$ cat config.mk
export PLATFORM = sky130hd
export DESIGN_NAME = cpu_system_control_coprocessor
export DESIGN_NICKNAME = d
export VERILOG_FILES = /design/src/hw/rtl/csc_pkg.sv /design/src/hw/rtl/cpu_system_control_coprocessor.sv /design/src/hw/rtl/csc_regfile.sv
export SDC_FILE = /design/constraint.sdc
export NUM_CORES = 1
export LEC_CHECK = 0
export BUFFER_PORTS_ARGS = -buffer_cell sky130_fd_sc_hd__buf_2
export CAP_MARGIN = 10
export CORE_UTILIZATION = 52
export CTS_CLUSTER_SIZE = 30
export DETAILED_ROUTE_END_ITERATION = 16
export GPL_ROUTABILITY_DRIVEN = 0
export PLACE_DENSITY = 0.75
export SLEW_MARGIN = 20
export SYNTH_ARGS = -nofsm -noshare
export SYNTH_HDL_FRONTEND = slang
export SYNTH_SLANG_ARGS = --single-unit
$ cat constraint.sdc
create_clock -name clk -period 7.9 [get_ports clk]
set_input_delay 0.79 -clock clk [delete_from_list [all_inputs] [get_ports clk]]
set_output_delay 0.79 -clock clk [all_outputs]
set_load 0.05 [all_outputs]
$ cat src/hw/rtl/csc_pkg.sv
// ----------------------------------------------------------------------------
// csc_pkg
// shared types and constants of the system control coprocessor
// ----------------------------------------------------------------------------
package csc_pkg;

  localparam int unsigned DataW = 32;
  localparam int unsigned IdxW  = 6;
  localparam int unsigned OpW   = 2;
  localparam int unsigned CodeW = 5;
  localparam int unsigned CopW  = 2;

  // operation codes
  localparam logic [OpW-1:0] OP_READ  = 2'd0;
  localparam logic [OpW-1:0] OP_WRITE = 2'd1;
  localparam logic [OpW-1:0] OP_EXC   = 2'd2;
  localparam logic [OpW-1:0] OP_RFE   = 2'd3;

  // coprocessor register numbers
  localparam logic [IdxW-1:0] REG_BPC      = 6'd3;
  localparam logic [IdxW-1:0] REG_BDA      = 6'd5;
  localparam logic [IdxW-1:0] REG_JUMPDEST = 6'd6;
  localparam logic [IdxW-1:0] REG_DCIC     = 6'd7;
  localparam logic [IdxW-1:0] REG_BADVADDR = 6'd8;
  localparam logic [IdxW-1:0] REG_BDAM     = 6'd9;
  localparam logic [IdxW-1:0] REG_BPCM     = 6'd11;
  localparam logic [IdxW-1:0] REG_SR       = 6'd12;
  localparam logic [IdxW-1:0] REG_CAUSE    = 6'd13;
  localparam logic [IdxW-1:0] REG_EPC      = 6'd14;
  localparam logic [IdxW-1:0] REG_PRID     = 6'd15;

  // status stack masks and cause field positions
  localparam logic [DataW-1:0] MODE_BITS_MASK = 32'h0000_000f;
  localparam logic [DataW-1:0] PUSH_KEEP_MASK = 32'hffff_ffc0;
  localparam logic [DataW-1:0] POP_KEEP_MASK  = 32'hffff_fff0;
  localparam int unsigned      CAUSE_CODE_LSB = 2;
  localparam int unsigned      CAUSE_COP_LSB  = 28;
  localparam int unsigned      CAUSE_BD_BIT   = 31;

  // configuration register numbers
  localparam logic CFG_SR_MASK    = 1'b0;
  localparam logic CFG_CAUSE_MASK = 1'b1;
  localparam logic [DataW-1:0] SR_MASK_RST    = 32'hffff_ffff;
  localparam logic [DataW-1:0] CAUSE_MASK_RST = 32'h0000_0300;

  typedef struct packed {
    logic [OpW-1:0]   op;
    logic [IdxW-1:0]  reg_index;
    logic [DataW-1:0] write_value;
    logic [DataW-1:0] fault_pc;
    logic [CodeW-1:0] exc_code;
    logic [CopW-1:0]  coproc;
    logic             branch_delay;
  } csc_req_t;

  typedef struct packed {
    logic [DataW-1:0] read_data;
    logic             bad_access;
  } csc_rsp_t;

endpackage

$ cat src/hw/rtl/cpu_system_control_coprocessor.sv
// ----------------------------------------------------------------------------
// cpu_system_control_coprocessor
// system control coprocessor: register access, exception entry and return
// ----------------------------------------------------------------------------
// pipeline: each request passes through the input register, then the result
//   register, before its result is offered
// throughput: one request per cycle while the result channel does not stall;
//   state commits in the register stage as a request leaves it, so back-to-back requests see each other's writes
// reset: synchronous active-low rst_n clears all coprocessor registers and
//   both pipeline valids, and loads the write masks with their defaults
module cpu_system_control_coprocessor (
  input  logic        clk,
  input  logic        rst_n,
  // request channel
  input  logic        in_tvalid,
  output logic        in_tready,
  // [5:0] reg_index, [37:6] write_value, [69:38] fault_pc,
  // [74:70] exception_code, [76:75] coproc_number, [77] in_branch_delay, [79:78] zero
  input  logic [79:0] in_tdata,
  // [1:0] operation
  input  logic [1:0]  in_tuser,
  // result channel
  output logic        out_tvalid,
  input  logic        out_tready,
  // [31:0] read_data
  output logic [31:0] out_tdata,
  // [0] bad_access
  output logic        out_tuser,
  // configuration port
  input  logic        cfg_psel,
  input  logic        cfg_penable,
  input  logic        cfg_pwrite,
  input  logic [2:0]  cfg_paddr,
  input  logic [31:0] cfg_pwdata,
  output logic [31:0] cfg_prdata,
  output logic        cfg_pready
);
  import csc_pkg::*;

  // write masks
  logic [DataW-1:0] sr_wmask_r;
  logic [DataW-1:0] cause_wmask_r;
  logic             cfg_wr;

  // input register stage
  logic             req_vld_r;
  csc_req_t         req_r;
  csc_req_t         req_in;
  logic             req_fire;

  // result register stage
  logic             out_vld_r;
  csc_rsp_t         rsp;
  csc_rsp_t         rsp_r;

  // ---------------------------------------------------------------- config
  assign cfg_pready = 1'b1;
  assign cfg_wr     = cfg_psel & cfg_penable & cfg_pwrite & cfg_pready;

  always_comb begin
    unique case (cfg_paddr[2])
      CFG_SR_MASK:    cfg_prdata = sr_wmask_r;
      CFG_CAUSE_MASK: cfg_prdata = cause_wmask_r;
      default:        cfg_prdata = '0;
    endcase
  end

  always_ff @(posedge clk) begin
    if (!rst_n) begin
      sr_wmask_r    <= SR_MASK_RST;
      cause_wmask_r <= CAUSE_MASK_RST;
    end else if (cfg_wr) begin
      if (cfg_paddr[2] == CFG_SR_MASK) begin
        sr_wmask_r <= cfg_pwdata;
      end else begin
        cause_wmask_r <= cfg_pwdata;
      end
    end
  end

  // ---------------------------------------------------------------- pipeline
  // the request register moves on when the result register is free or drains
  assign req_fire  = req_vld_r & (~out_vld_r | out_tready);
  assign in_tready = ~req_vld_r | req_fire;

  // unpack the request
  assign req_in.op           = in_tuser;
  assign req_in.reg_index    = in_tdata[5:0];
  assign req_in.write_value  = in_tdata[37:6];
  assign req_in.fault_pc     = in_tdata[69:38];
  assign req_in.exc_code     = in_tdata[74:70];
  assign req_in.coproc       = in_tdata[76:75];
  assign req_in.branch_delay = in_tdata[77];

  always_ff @(posedge clk) begin
    if (!rst_n) begin
      req_vld_r <= 1'b0;
    end else if (in_tready) begin
      req_vld_r <= in_tvalid;
    end
  end

  always_ff @(posedge clk) begin
    if (in_tready && in_tvalid) begin
      req_r <= req_in;
    end
  end

  // register state and access logic; state commits as the request leaves
  csc_regfile u_regfile (
    .clk         (clk),
    .rst_n       (rst_n),
    .req_fire    (req_fire),
    .req         (req_r),
    .sr_wmask    (sr_wmask_r),
    .cause_wmask (cause_wmask_r),
    .rsp         (rsp)
  );

  always_ff @(posedge clk) begin
    if (!rst_n) begin
      out_vld_r <= 1'b0;
    end else if (~out_vld_r | out_tready) begin
      out_vld_r <= req_vld_r;
    end
  end

  always_ff @(posedge clk) begin
    if (req_fire) begin
      rsp_r <= rsp;
    end
  end

  assign out_tvalid = out_vld_r;
  assign out_tdata  = rsp_r.read_data;
  assign out_tuser  = rsp_r.bad_access;

endmodule

$ cat src/hw/rtl/csc_regfile.sv
// ----------------------------------------------------------------------------
// csc_regfile
// coprocessor register state, register access and exception stack update
// ----------------------------------------------------------------------------
module csc_regfile (
  input  logic                     clk,
  input  logic                     rst_n,
  input  logic                     req_fire,
  input  csc_pkg::csc_req_t        req,
  input  logic [csc_pkg::DataW-1:0] sr_wmask,
  input  logic [csc_pkg::DataW-1:0] cause_wmask,
  output csc_pkg::csc_rsp_t        rsp
);
  import csc_pkg::*;

  logic [DataW-1:0] bpc_r, bda_r, jumpdest_r, dcic_r, bdam_r, bpcm_r;
  logic [DataW-1:0] sr_r, cause_r, epc_r;
  logic [DataW-1:0] bpc_nxt, bda_nxt, jumpdest_nxt, dcic_nxt, bdam_nxt, bpcm_nxt;
  logic [DataW-1:0] sr_nxt, cause_nxt, epc_nxt;
  logic [DataW-1:0] rd_data;
  logic             rd_mapped;
  logic             wr_ok;

  // read mux
  always_comb begin
    rd_data   = '0;
    rd_mapped = 1'b1;
    unique case (req.reg_index) inside
      REG_BPC:             rd_data = bpc_r;
      REG_BDA:             rd_data = bda_r;
      REG_JUMPDEST:        rd_data = jumpdest_r;
      REG_DCIC:            rd_data = dcic_r;
      REG_BDAM:            rd_data = bdam_r;
      REG_BPCM:            rd_data = bpcm_r;
      REG_SR:              rd_data = sr_r;
      REG_CAUSE:           rd_data = cause_r;
      REG_EPC:             rd_data = epc_r;
      REG_BADVADDR, REG_PRID: rd_data = '0;
      default:             rd_mapped = 1'b0;
    endcase
  end

  // next state
  always_comb begin
    bpc_nxt      = bpc_r;
    bda_nxt      = bda_r;
    jumpdest_nxt = jumpdest_r;
    dcic_nxt     = dcic_r;
    bdam_nxt     = bdam_r;
    bpcm_nxt     = bpcm_r;
    sr_nxt       = sr_r;
    cause_nxt    = cause_r;
    epc_nxt      = epc_r;
    wr_ok        = 1'b1;
    rsp          = '0;
    unique case (req.op)
      OP_READ: begin
        rsp.read_data  = rd_data;
        rsp.bad_access = ~rd_mapped;
      end
      OP_WRITE: begin
        unique case (req.reg_index)
          REG_BPC:   bpc_nxt  = req.write_value;
          REG_BDA:   bda_nxt  = req.write_value;
          REG_DCIC:  dcic_nxt = req.write_value;
          REG_BDAM:  bdam_nxt = req.write_value;
          REG_BPCM:  bpcm_nxt = req.write_value;
          REG_SR:    sr_nxt   = (sr_r & ~sr_wmask) | (req.write_value & sr_wmask);
          REG_CAUSE: cause_nxt = (cause_r & ~cause_wmask) | (req.write_value & cause_wmask);
          default:   wr_ok    = 1'b0;
        endcase
        rsp.bad_access = ~wr_ok;
      end
      OP_EXC: begin
        epc_nxt      = req.fault_pc;
        jumpdest_nxt = req.fault_pc;
        cause_nxt    = '0;
        cause_nxt[CAUSE_CODE_LSB +: CodeW] = req.exc_code;
        cause_nxt[CAUSE_COP_LSB +: CopW]   = req.coproc;
        cause_nxt[CAUSE_BD_BIT]            = req.branch_delay;
        // push kernel/user and interrupt-enable stack
        sr_nxt = ((sr_r & MODE_BITS_MASK) << 2) | (sr_r & PUSH_KEEP_MASK);
      end
      OP_RFE: begin
        // pop the stack
        sr_nxt = ((sr_r >> 2) & MODE_BITS_MASK) | (sr_r & POP_KEEP_MASK);
      end
      default: rsp = '0;
    endcase
  end

  always_ff @(posedge clk) begin
    if (!rst_n) begin
      bpc_r      <= '0;
      bda_r      <= '0;
      jumpdest_r <= '0;
      dcic_r     <= '0;
      bdam_r     <= '0;
      bpcm_r     <= '0;
      sr_r       <= '0;
      cause_r    <= '0;
      epc_r      <= '0;
    end else if (req_fire) begin
      bpc_r      <= bpc_nxt;
      bda_r      <= bda_nxt;
      jumpdest_r <= jumpdest_nxt;
      dcic_r     <= dcic_nxt;
      bdam_r     <= bdam_nxt;
      bpcm_r     <= bpcm_nxt;
      sr_r       <= sr_nxt;
      cause_r    <= cause_nxt;
      epc_r      <= epc_nxt;
    end
  end

endmodule

### After elaboration in Yosys (flattened, before gate mapping)

Cells that the tools add are included.

* register bits after elaboration: 435
* bits in writable memories: 0
* ROM bits: 0
* output and inout port bits: 68
* bits in latches: 0
* memories: 0
* logic and storage cells: 84

* reductions and logical operators: 17
* shift-type cells: 0
* $mul: 0
* add/subtract/negate cells: 0
* muxes and demuxes: 10
* eq/ne operators: 16
* magnitude comparators: 0
* divide/modulo/power cells: 0
* bitwise logic cells: 20

Operators by type and width (count)
* one-hot mux 32 bit (8 select lines): 1
* AND 32 bit: 4
* one-hot mux 32 bit (2 select lines): 2
* one-hot mux 32 bit (3 select lines): 1
* 2-to-1 mux 32 bit: 2
* NOT 32 bit: 2
* bitwise OR 32 bit: 2
* == test 6 x 4 -> 1 bit, second input constant: 7
* bitwise OR 4 x 32 -> 32 bit: 1
* bitwise OR 6 x 32 -> 32 bit: 1
* AND reduction 3 bit: 7
* == test 6 x 3 -> 1 bit, second input constant: 3
* OR reduction 11 bit: 1
* OR reduction 7 bit: 1
* == test 6 x 2 -> 1 bit, second input constant: 1
* AND reduction 2 bit: 3
* NOT 1 bit: 5
* == test 2 bit, second input constant: 2
* != test 2 x 1 -> 1 bit, second input constant: 2
* AND 1 bit: 3
* 2-to-1 mux 1 bit: 3
* nonzero test 3 bit: 1
* == test 2 x 1 -> 1 bit, second input constant: 1
* logical NOT 2 bit: 1
* other kinds (5): 6

### Longest topological paths before layout

Gate-level depths: netlist (run 1).

* word-level depth: 6
* mapped depth: 8
* depth with buffers taken out: 4

### Cells and area by module

A second synthesis (run 1) with hierarchy kept.

* cells, all modules: 1913
* area, all modules: 18542.8 µm²

By module, submodules not included
* csc_regfile: area each 11928.9 µm², sequential area each 5124.9 µm², cells each 1474, instances 1
* cpu_system_control_coprocessor: area each 6613.8 µm², sequential area each 4714.5 µm², cells each 439, instances 1

### Least setup slack after synthesis (run 1)

Ideal clock, no wire load.

* path type: input to register
* from: input out_tready
* to: register req_r[0] (netlist bit) (enable)
* setup slack: 4297 ps
* library setup time: 447 ps
* cell stages on the path: 3
* arrival time: 3156 ps
* cells stage by stage: nor2b_1 -> nand2_1 -> and2_1

* cells in the longest elaborated chain, start to end: 4

Ends and longest elaborated chain
* from (decl): line cpu_system_control_coprocessor.sv:24 `input logic out_tready,`
* bitwise OR 1 bit: line cpu_system_control_coprocessor.sv:83 `assign req_fire = req_vld_r & (~out_vld_r | out_tready);`
* AND 1 bit: line cpu_system_control_coprocessor.sv:83
* bitwise OR 1 bit: line cpu_system_control_coprocessor.sv:84 `assign in_tready = ~req_vld_r | req_fire;`
* net in_tready: line cpu_system_control_coprocessor.sv:16 `output logic in_tready,`
* logical AND 1 bit: line cpu_system_control_coprocessor.sv:104 `if (in_tready && in_tvalid) begin`
* to (signal assigned): line cpu_system_control_coprocessor.sv:105 `req_r <= req_in;`
* to (decl): line cpu_system_control_coprocessor.sv:47 `csc_req_t req_r;`

The timed path passes the listed nets, and every way through them passes these cells.
A chain may end at the register's enable or synchronous reset.

### Worst setup path after layout (run 1)

* from: register req_r[75] (netlist bit)
* to: register rsp_r, in the netlist out_tdata[12], data pin

* cells in the longest elaborated chain, start to end: 3
* elaborated cells between the ends (all ways): 11

Ends and longest elaborated chain
* == test 6 x 4 -> 1 bit (no source line) or == test 6 x 3 -> 1 bit (tied branches)
* OR reduction 2 bit (no source line)
* one-hot mux 32 bit (8 select lines) (*): line csc_regfile.sv:28 `unique case (req.reg_index) inside`
* to (signal assigned): line cpu_system_control_coprocessor.sv:130 `rsp_r <= rsp;`
* to (decl): line cpu_system_control_coprocessor.sv:54 `csc_rsp_t rsp_r;`

Every way passes the cells marked *; elsewhere a longest branch is shown, timed or not.

==> results.md, run 1 <==
- CTS tree: yes
- Initial antenna violation count: 0
- Leakage: between 7 and 8 nW
- Leading cell type in the layout, fill and taps excluded: dfxtp_1
- PortBufs: between 150 and 200
- Post-synth cell types: 55
- Post-CTS resize count: 0
- # H-tree levels: 2
- WP data required: ~8000 ps
- Hold crit path type: input pin to flop
- # DRC: 0
- Post-synthesis cell count: between 1500 and 2000
- Worst-Skew Late Latency: roughly 560 ps
- Hold bufs inserted after CTS: 0
- Yosys reg bits: around 440
- Num CTS Buffers: 46
- Startpoint Class: flop
- Max clock buf depth: 3
- Post-synth EDFFs: 113
- Worst Path Max Fanout: 17
- Antenna Nets Post-Route: 0
- Reg-to-reg slack, setup: between 4000 and 5000 ps
- Sink Count: roughly 440
- Final Hold Slack: 403 ps
- Nets@finish: about 2200
- Final setup viols: 0
- Routed WL: ~56000 µm
- Asr flop ratio synth: 0%
- Final hold vios: 0
- First-pass GRT wire length: 86000 µm
- FP Rows: between 60 and 70
- Syn_area_per_cell: between 9 and 10 µm²
- Switching share of power: roughly a quarter
- Ys flop type: dfxtp_1
- Worst-Margin Slew: ~1200 ps
- Largest net degree at the start of global routing: ~120
- Wire length per cell: roughly 22 µm
- Seq/Total Area, Yosys: between 50% and 60%
- Final Max Tran Viols: 0
- Rel. slew slack: around 23%
- Fin worst setup slack: around 4200 ps
- Worst Path Arrival: approximately 4000 ps
- Vias per std cell: about 6.4
- Reg power frac: about half
- Top cells by area, synth: dfxtp_1 35%, edfxtp_1 18%, a21oi_1 7.6%
- Crit Path Class: flop to flop
- Setup bufs post-CTS: 0
- RSZ-0062 raised after global routing: false
- VDD IR-drop max: roughly 0.00020 V
- Synth-to-layout area growth: 14.1%
- Comb pwr share: ~6.3%
- Finished Layout Cells: between 2000 and 3000
- GR Overflow Total: 0
- Initial core utilization: a little over half
- Worst-path cell chain: nor2b_1 > nand3_1 > buf_4 > o22a_1 > a31oi_1
- 1st-iter DRT viols: approximately 1900
- P_int: 0.00375 W
- 1st-pass router iterations: 6
- CP endpoint kind: flop
- All-Layer GR Usage: a little under a third
- DP Cell Count: roughly 2500
- Die height: 190 µm
- Synth warnings: 0
- Share of layout cells above drive strength 1: approximately 16%
- Critical path's slowest cell: edfxtp_1
- DR vias: between 15000 and 20000
- Outcome: finished clean
- Critical path's top delay family: simple AND/OR/NAND/NOR gates
- Vias in the first global route: 15200
- I/O pin total: around 190
- Pre-CTS setup slack: between 4000 and 5000 ps
- Clock slew at reported path FFs: roughly 60 ps
- Sw power: around 0.0012 W
- Setup total negative slack: 0 ps
- FMAX: 271 MHz
- Max stage delay on crit path: 920 ps
- Post-layout min period: around 3700 ps
- CP bufs+invs: 1
- Synthesized area: ~0.018 mm²
- Synth area leader: dfxtp_1
- Clk_skew: between 10 and 15 ps
- Synth top area share: between 30% and 40%
- PD cells: roughly 230 mW/mm²
- Final period utilization: 46.8%
- Clock Power Share: a little under half
- Synthesized net count: around 2100
- Commonest cells after routing, fill and taps aside: 322 x dfxtp_1, 277 x a21oi_1, 232 x nand2_1
- HPWL after DPL: approximately 34000 µm
- Die area: ~0.036 mm²
- Inserted Diodes: 0
- Die W: 190 µm
- Std-Cell Core Area: approximately 0.035 mm²
- Clock Tree Root: clkbuf_16
- Number of max-cap violations: 0
-- registers in the layout, indices dropped and copies added (netlist names), named ones only --
name / cells
u_regfile.bda_r: 32
req_vld_r: 1
sr_wmask_r: 32
out_tvalid: 1
u_regfile.epc_r: 32
u_regfile.bpcm_r: 32
u_regfile.sr_r: 26
u_regfile.bpc_r: 32
req_r: 80
u_regfile.cause_r: 24
u_regfile.bdam_r: 32
out_tdata: 32
u_regfile.dcic_r: 32
cause_wmask_r: 32
out_tuser: 1
-- layout make-up --
class,instances,area (µm²)
clock inverter,15,155
fill,2870,13700
clock buffer,71,1420
multi-input combinational,1296,7550
tap,455,569
inverter,55,211
sequential,435,9840
timing repair buffer,221,1210
-- Yosys cell counts (3+ instances only) --
cell type    n
a21oi_1    277
a22oi_1     53
a2bb2oi_1    4
a311oi_1     6
a31oi_1     41
and3_1       5
buf_1        7
buf_2       47
buf_4        9
buf_6        3
clkbuf_1   125
dfxtp_1    322
edfxtp_1   113
inv_1       54
mux2_2      19
mux2i_1     70
nand2_1    232
nand2b_1     3
nand3_1    173
nand3b_1     9
nand4_1     52
nor2_1       8
nor2b_1      4
nor4b_1      4
o211ai_1    28
o21ai_0    188
o21ai_1      9
o22a_1      27
o2bb2ai_1    3
o31ai_1     40
o31ai_2     10
or2_2        3
-- stage by stage --
stage | cell area [µm²] | utilization, % | total power (W)
detailed placement | 19400 | 55.9 | 0.00274
finish | 21000 | 60.5 | 0.00492
global placement | 19300 | 55.9 | 0.00273
global route | 21000 | 60.5 | 0.00505
CTS | 20900 | 60.4 | 0.00493
floorplan | 18400 | - | 0.00262
-- final timing paths --
kind,from,endpoint,cells past startpoint
min reg2reg,u_regfile.epc_r[26]$_SDFFE_PN0P_,u_regfile.epc_r[26]$_SDFFE_PN0P_,2
min,in_tdata[49],req_r[19]$_DFFE_PP_,1
max,req_r[75]$_DFFE_PP_,out_tdata[12]$_SDFFCE_PP0P_,5
max reg2reg,req_r[75]$_DFFE_PP_,out_tdata[12]$_SDFFCE_PP0P_,5
-- power by group through the flow --
stage / Sequential, W / Combinational, W / Clock [W]
after global routing: 0.00239 / 0.000325 / 0.00234
after detailed placement: 0.00243 / 0.000303 / 0
final: 0.00239 / 0.000308 / 0.00222
after global placement: 0.00243 / 0.000299 / 0
after CTS: 0.00239 / 0.000304 / 0.00224
after floorplan: 0.00244 / 0.000181 / 0
-- kinds of logic after synthesis --
group | synth area share, %
AND/OR/NAND/NOR | 13.6
multiplexers | 4.98
flip-flops | 53.6
buffers and inverters | 5.68
other | 0.0204
AO/OA/AOI/OAI | 22.1
-- worst register-to-register path, stage by stage, from the launching register on --
cell      delay [ps]
edfxtp_1         920
nor2b_1          810
nand3_1          700
buf_4            460
o22a_1           250
a31oi_1          320
-- layer usage --
| metal | up-vias | track usage (%) | share of wire, % |
|---|---|---|---|
| met1 | 7789 | 43.6 | 42 |
| met4 | 0 | 10.6 | 2.9 |
| met2 | 938 | 46.2 | 44 |
| met3 | 118 | 5.28 | 11 |
| met5 | - | 0 | 0 |
| li1 | 7376 | - | - |
No activity file was read; power rests on OpenSTA's default activity.
==> inputs of run 2 (changes only) <==
PLACE_DENSITY = 0.78   (was 0.75)
clock period = 3.38 ns   (was 7.9 ns; I/O delays follow)
==> run 2 against run 1 <==
Compared with the run above: setup slack worse by 3400 ps; sequential power grew 130%; sequential cell count is the same; clock power increased by 120%; highest routed layer unchanged; combinational power grew to 2.7 times the previous value; non-clock buffer count is 102 higher; routed wire length grew 2.6%; cell count rose by 3.8%; first-iteration DRC count unchanged; via count is 3.0% higher; largest power group unchanged.
==> results.md, run 2 (synthesized netlist as in run 1, its figures left out) <==
- DR vias: around 17000
- PortBufs: about 190
- Std-Cell Core Area: between 0.03 and 0.04 mm²
- Max stage delay on crit path: around 580 ps
- All-Layer GR Usage: 31.0%
- Final Max Tran Viols: 0
- Clock slew at reported path FFs: roughly 60 ps
- 1st-pass router iterations: 6
- Worst-path cell chain: or2_2 > nor4b_1 > o21ai_2 > buf_4 > a31oi_1
- Final hold vios: 0
- Final setup viols: 0
- Pre-CTS setup slack: between 800 and 900 ps
- Number of max-cap violations: 0
- Critical path's top delay family: simple AND/OR/NAND/NOR gates
- Routed WL: about 57000 µm
- Met2 Track Usage GR: roughly 47%
- Worst Path Max Fanout: 24
- Crit Path Class: flop to flop
- FP Rows: slightly below 70
- Critical path's slowest cell: nor4b_1
- Clock Tree Root: clkbuf_16
- Clk_skew: 25.9 ps
- Core Util, Final: 63.2%
- Worst-Margin Slew: 865 ps
- Fin worst setup slack: between 700 and 800 ps
- Worst Path Arrival: 2980 ps
- 1st-iter DRT viols: between 1500 and 2000
- CP endpoint kind: flop
- FMAX: between 300 and 400 MHz
- Initial core utilization: 53.0%
- Met3 Usage GRT: under 10%
- Leading cell type in the layout, fill and taps excluded: dfxtp_1
- Setup total negative slack: 0 ps
- GR Overflow Total: 0
- PD cells: between 500 and 600 mW/mm²
- Grt met1 use: 43.9%
- Vias in the first global route: 15900
- Hold crit path type: input pin to flop
- Inserted Diodes: 0
- HPWL after DPL: 35500 µm
- Rel. slew slack: between 40% and 50%
- Pwr Total: about 0.011 W
- Die W: about 190 µm
- Worst-Skew Late Latency: about 550 ps
- Wire length per cell: between 20 and 25 µm
- Commonest cells after routing, fill and taps aside: 322 x dfxtp_1, 277 x a21oi_1, 232 x nand2_1
- Design area: about 0.022 mm²
- WP data required: 3730 ps
- Nets@finish: ~2300
- Share of layout cells above drive strength 1: around 17%
- Post-CTS resize count: 0
- RSZ-0062 raised after global routing: false
- Hold bufs inserted after CTS: 78
- I/O pin total: between 150 and 200
- Max reg flops: 80
- Sink Count: around 440
- Reg-to-reg slack, setup: approximately 760 ps
- # H-tree levels: 2
- CTS tree: yes
- Post-layout min period: between 2000 and 3000 ps
- Max clock buf depth: 3
- Startpoint Class: flop
- First-pass GRT wire length: a little under 90000 µm
- Vias per std cell: ~6.3
- GR peak layer: met2
- Num CTS Buffers: 45
- Setup bufs post-CTS: 0
- Largest Register: req_r
- CP bufs+invs: 1
- Final period utilization: slightly below 80%
- Leakage: approximately 7.5 nW
- Synth-to-layout area growth: 19.2%
- Placed inst area: 0.0196 mm²
- Antenna Nets Post-Route: 0
- Largest net degree at the start of global routing: 108
- Die area: between 0.03 and 0.04 mm²
- Initial antenna violation count: 0
- Outcome: finished clean
- # DRC: 0
- VDD IR-drop max: roughly 0.00044 V
- Die height: 190 µm
run 2: changes by cell type in the layout (fill, tap and decap cells not counted), sizes merged:
cell         previous run  this run
clkinvlp                1         2
dlygate4sd3             0        78
clkbuf                 71        70
clkinv                  8         6
bufinv                  3         1
buf                   221       245
run 2: power breakdown:
part	internal (W)	switching, W
combinational	0.000258	0.000561
sequential	0.00546	0.000131
clock	0.00285	0.00200
total	0.00857	0.00270
run 2: final cells by class:
class	instances	area (µm²)
Fill cell	2763	12700
Sequential cell	435	9840
Timing Repair Buffer	323	2270
Clock inverter	12	97.6
Tap cell	455	569
Multi-Input combinational cell	1296	7540
Clock buffer	70	1360
Inverter	55	211
run 2: worst reg2reg max path, cell delays in order (launching register included):
cell      delay (ps)
edfxtp_1         550
or2_2            370
nor4b_1          580
o21ai_2          310
buf_4            330
a31oi_1          300
run 2: final timing paths:
check	start	end	cells after the start
setup / recovery	req_r[77]$_DFFE_PP_	out_tdata[10]$_SDFFCE_PP0P_	5
hold / removal	in_tdata[59]	req_r[29]$_DFFE_PP_	1
setup reg to reg	req_r[77]$_DFFE_PP_	out_tdata[10]$_SDFFCE_PP0P_	5
hold reg to reg	u_regfile.epc_r[26]$_SDFFE_PN0P_	u_regfile.epc_r[26]$_SDFFE_PN0P_	2
run 2: per-layer routing:
metal / up-vias / wire (µm)
li1: 7585 / -
met3: 123 / 6180
met1: 8046 / 23500
met2: 960 / 25700
met4: 0 / 1890
met5: - / 0
run 2: stage by stage:
step | cells | hold WS [ps]
3_3_place_gp | 2486 | 445
3_5_place_dp | 2486 | 450
4_1_cts | 2646 | 9.16
6_report | 2646 | 7.63
2_1_floorplan | 1978 | 436
5_1_grt | 2646 | 4.65
==> inputs of run 3 (changes only) <==
ABC_AREA = 1   (was unset)
clock period = 2.25 ns   (was 3.38 ns; I/O delays follow)
==> run 3 against run 2 <==
Compared with the run above: worst hold slack gained 34 ps; final area is 2.0% higher; sequential share of layout area down 0.85 points; power up 51%; synthesized cell count up 21%; non-clock buffer count up 42; maximum frequency grew 26%; highest routed layer unchanged; routed wire length shrank 1.5%; critical path type unchanged; register-to-register slack got worse by 580 ps; largest cell class unchanged; clock skew grew 0.52 ps; sequential power rose by 50%; cell count grew 18%.
==> results.md, run 3 <==
- Post-synth cell types: 20
- All-Layer GR Usage: 30.9%
- Antenna Nets Post-Route: 0
- Comb pwr share: 8.1%
- GR Overflow Total: 0
- Worst Path Max Fanout: 30
- Reg-to-reg slack, setup: about 170 ps
- WP data required: 2580 ps
- DP Cell Count: 2931
- # H-tree levels: 2
- Worst setup endpoint: out_tdata[31]$_SDFFCE_PP0P_
- CTS tree: yes
- Post-layout min period: roughly 2100 ps
- Clock Power Share: between 40% and 50%
- Leakage: roughly 10 nW
- Synth warnings: 0
- Commonest cells after routing, fill and taps aside: 569 x nor2_1, 416 x nand2_1, 321 x dfxtp_1
- P_int: between 0.01 and 0.015 W
- Final hold vios: 0
- VDD IR-drop max: ~0.00065 V
- Final period utilization: between 90% and 100%
- Core Util, Final: between 60% and 70%
- Most common cell in the netlist: nor2_1
- Rel. slew slack: approximately 50%
- Clk_skew: approximately 26 ps
- Syn_area_per_cell: approximately 7.7 µm²
- Clock Tree Root: clkbuf_16
- Startpoint Class: flop
- # DRC: 0
- Yosys reg bits: 435
- Post-synthesis cell count: between 2000 and 2500
- Std-Cell Core Area: roughly 0.035 mm²
- Vias in the first global route: 16600
- Nets@finish: 2760
- Die area: approximately 0.036 mm²
- Hold crit path type: input pin to flop
- Post-CTS resize count: 0
- CP endpoint kind: flop
- Synthesized net count: between 2000 and 3000
- Final Max Tran Viols: 0
- Largest net degree at the start of global routing: 180
- Worst Path Arrival: approximately 2400 ps
- Number of max-cap violations: 0
- Vias per std cell: 5.73
- HPWL after DPL: around 35000 µm
- Design area: around 0.022 mm²
- Routed WL: 56500 µm
- I/O pin total: roughly 190
- PD cells: ~760 mW/mm²
- Seq/Total Area, Yosys: 53.8%
- Final setup viols: 0
- Initial antenna violation count: 0
- Pwr Total: ~0.017 W
- RSZ-0062 raised after global routing: false
- Worst setup path start: req_r[77]$_DFFE_PP_
- Finished Layout Cells: 3127
- Placed inst area: between 0.015 and 0.02 mm²
- Synth-to-layout area growth: 22.0%
- Reg power frac: just under 50%
- Asr flop ratio synth: 0%
- End of the worst register-to-register path: out_tdata[31]$_SDFFCE_PP0P_
- Top cells by area, synth: dfxtp_1 35%, edfxtp_1 19%, nor2_1 12%
- Post-synth EDFFs: roughly 110
- Most frequent cells after synthesis: 574 x nor2_1, 417 x nand2_1, 322 x dfxtp_1
- FF-to-FF Start: req_r[77]$_DFFE_PP_
- Max clock buf depth: 3
- Reg2Reg Depth: 7
- 1st-iter DRT viols: between 2000 and 2500
- Die W: roughly 190 µm
- Switching share of power: 24.6%
- Synth top area share: a little over a third
- Crit Path Class: flop to flop
- Clock slew at reported path FFs: about 60 ps
- Worst-Margin Slew: ~750 ps
- FMAX: 482 MHz
- 1st-pass router iterations: 6
- Die height: 190 µm
- Max reg flops: 80
- Synth area leader: dfxtp_1
- Share of layout cells above drive strength 1: between 10 and 15%
- Inserted Diodes: 0
- DR vias: ~18000
- Sw power: 0.00417 W
- PortBufs: ~190
- Wire length per cell: around 18 µm
- Largest Register: req_r
- First-pass GRT wire length: 88200 µm
- Outcome: finished clean
- Num CTS Buffers: 45
- Sink Count: between 400 and 500
- Worst-Skew Late Latency: 560 ps
- Leading cell type in the layout, fill and taps excluded: nor2_1
- Initial core utilization: a little over half
- Synthesized area: between 0.015 and 0.02 mm²
- Ys flop type: dfxtp_1
- FP Rows: 68
==> run 3: changes by cell type in the layout (fill, tap and decap cells not counted), moves of 53 or more <==
cell / delta
nor2_1: +565
nand2_1: +184
a21oi_1: -169
mux2i_1: -70
nand3_1: +55
nand4_1: +55
a22oi_1: -53
==> run 3: worst max-delay path, stage by stage, from the launching register on <==
cell and delay (ps):
edfxtp_1 420, nor2_4 160, buf_4 240, buf_4 340, nand4_1 130, nand2_1 160
nor2_1 90, a21oi_1 300
==> run 3: through the flow <==
stage	setup TNS, ps	hold WS, ps	worst slack (ps)
finish	0	41.2	174
global route	0	40.0	113
CTS	0	28.1	247
detailed placement	0	403	276
global placement	0	402	284
floorplan	-6430	324	-80.4
==> run 3: how the worst min path moves through the flow <==
stage / cells past startpoint / startpoint / slack [ps] / endpoint
after global routing: 4 / out_tready / 40 / req_vld_r$_SDFFE_PN0N_
after CTS: 4 / out_tready / 30 / req_vld_r$_SDFFE_PN0N_
after global placement: 1 / in_tuser[0] / 400 / req_r[78]$_DFFE_PP_
after detailed placement: 1 / in_tdata[41] / 400 / req_r[11]$_DFFE_PP_
final: 4 / out_tready / 40 / req_vld_r$_SDFFE_PN0N_
after floorplan: 0 / in_tdata[77] / 320 / req_r[0]$_DFFE_PP_
==> run 3: kinds of logic (layout without fill, tap and decap cells) <==
kind of cell           Yosys count  after routing  synth area share, %
DFF                            435            435                 53.8
buffers and inverters          254            535                 5.61
and+or+nand+nor               1341           1341                 30.7
AOI/OAI and AO/OA              360            360                 9.85
other                            1              1               0.0205
==> run 3: power groups by stage <==
stage / clock (W) / sequential (W) / combinational [W]
finish: 0.00718 / 0.00841 / 0.00138
global route: 0.00756 / 0.00842 / 0.00147
CTS: 0.00722 / 0.00839 / 0.00135
detailed placement: 0 / 0.00856 / 0.00119
global placement: 0 / 0.00856 / 0.00117
floorplan: 0 / 0.00855 / 0.000704
==> run 3: area by class of cell <==
cell class,count,area (µm²)
fillers,2882,12200
flip-flops and latches,435,9840
multi-input cells,1702,7470
repair buffers,365,2690
clock buffers,70,1320
well taps,455,569
inverters,87,330
clock inverters,13,95.1
==> run 3: timing repair <==
| item | in CTS | in global routing |
|---|---|---|
| setup buffers | 0 | 0 |
| hold buffers | 113 | 0 |
| setup endpoints to repair | 0 | 0 |
| endpoints found under the hold margin | 140 | 0 |
==> run 3: layer usage <==
metal / global-route usage, % / up-vias / wire (µm)
met5: 0 / - / 0
met4: 12.7 / 0 / 1910
met3: 6.11 / 146 / 6140
met2: 48.0 / 999 / 25300
met1: 42.1 / 8347 / 23100
li1: - / 8412 / -
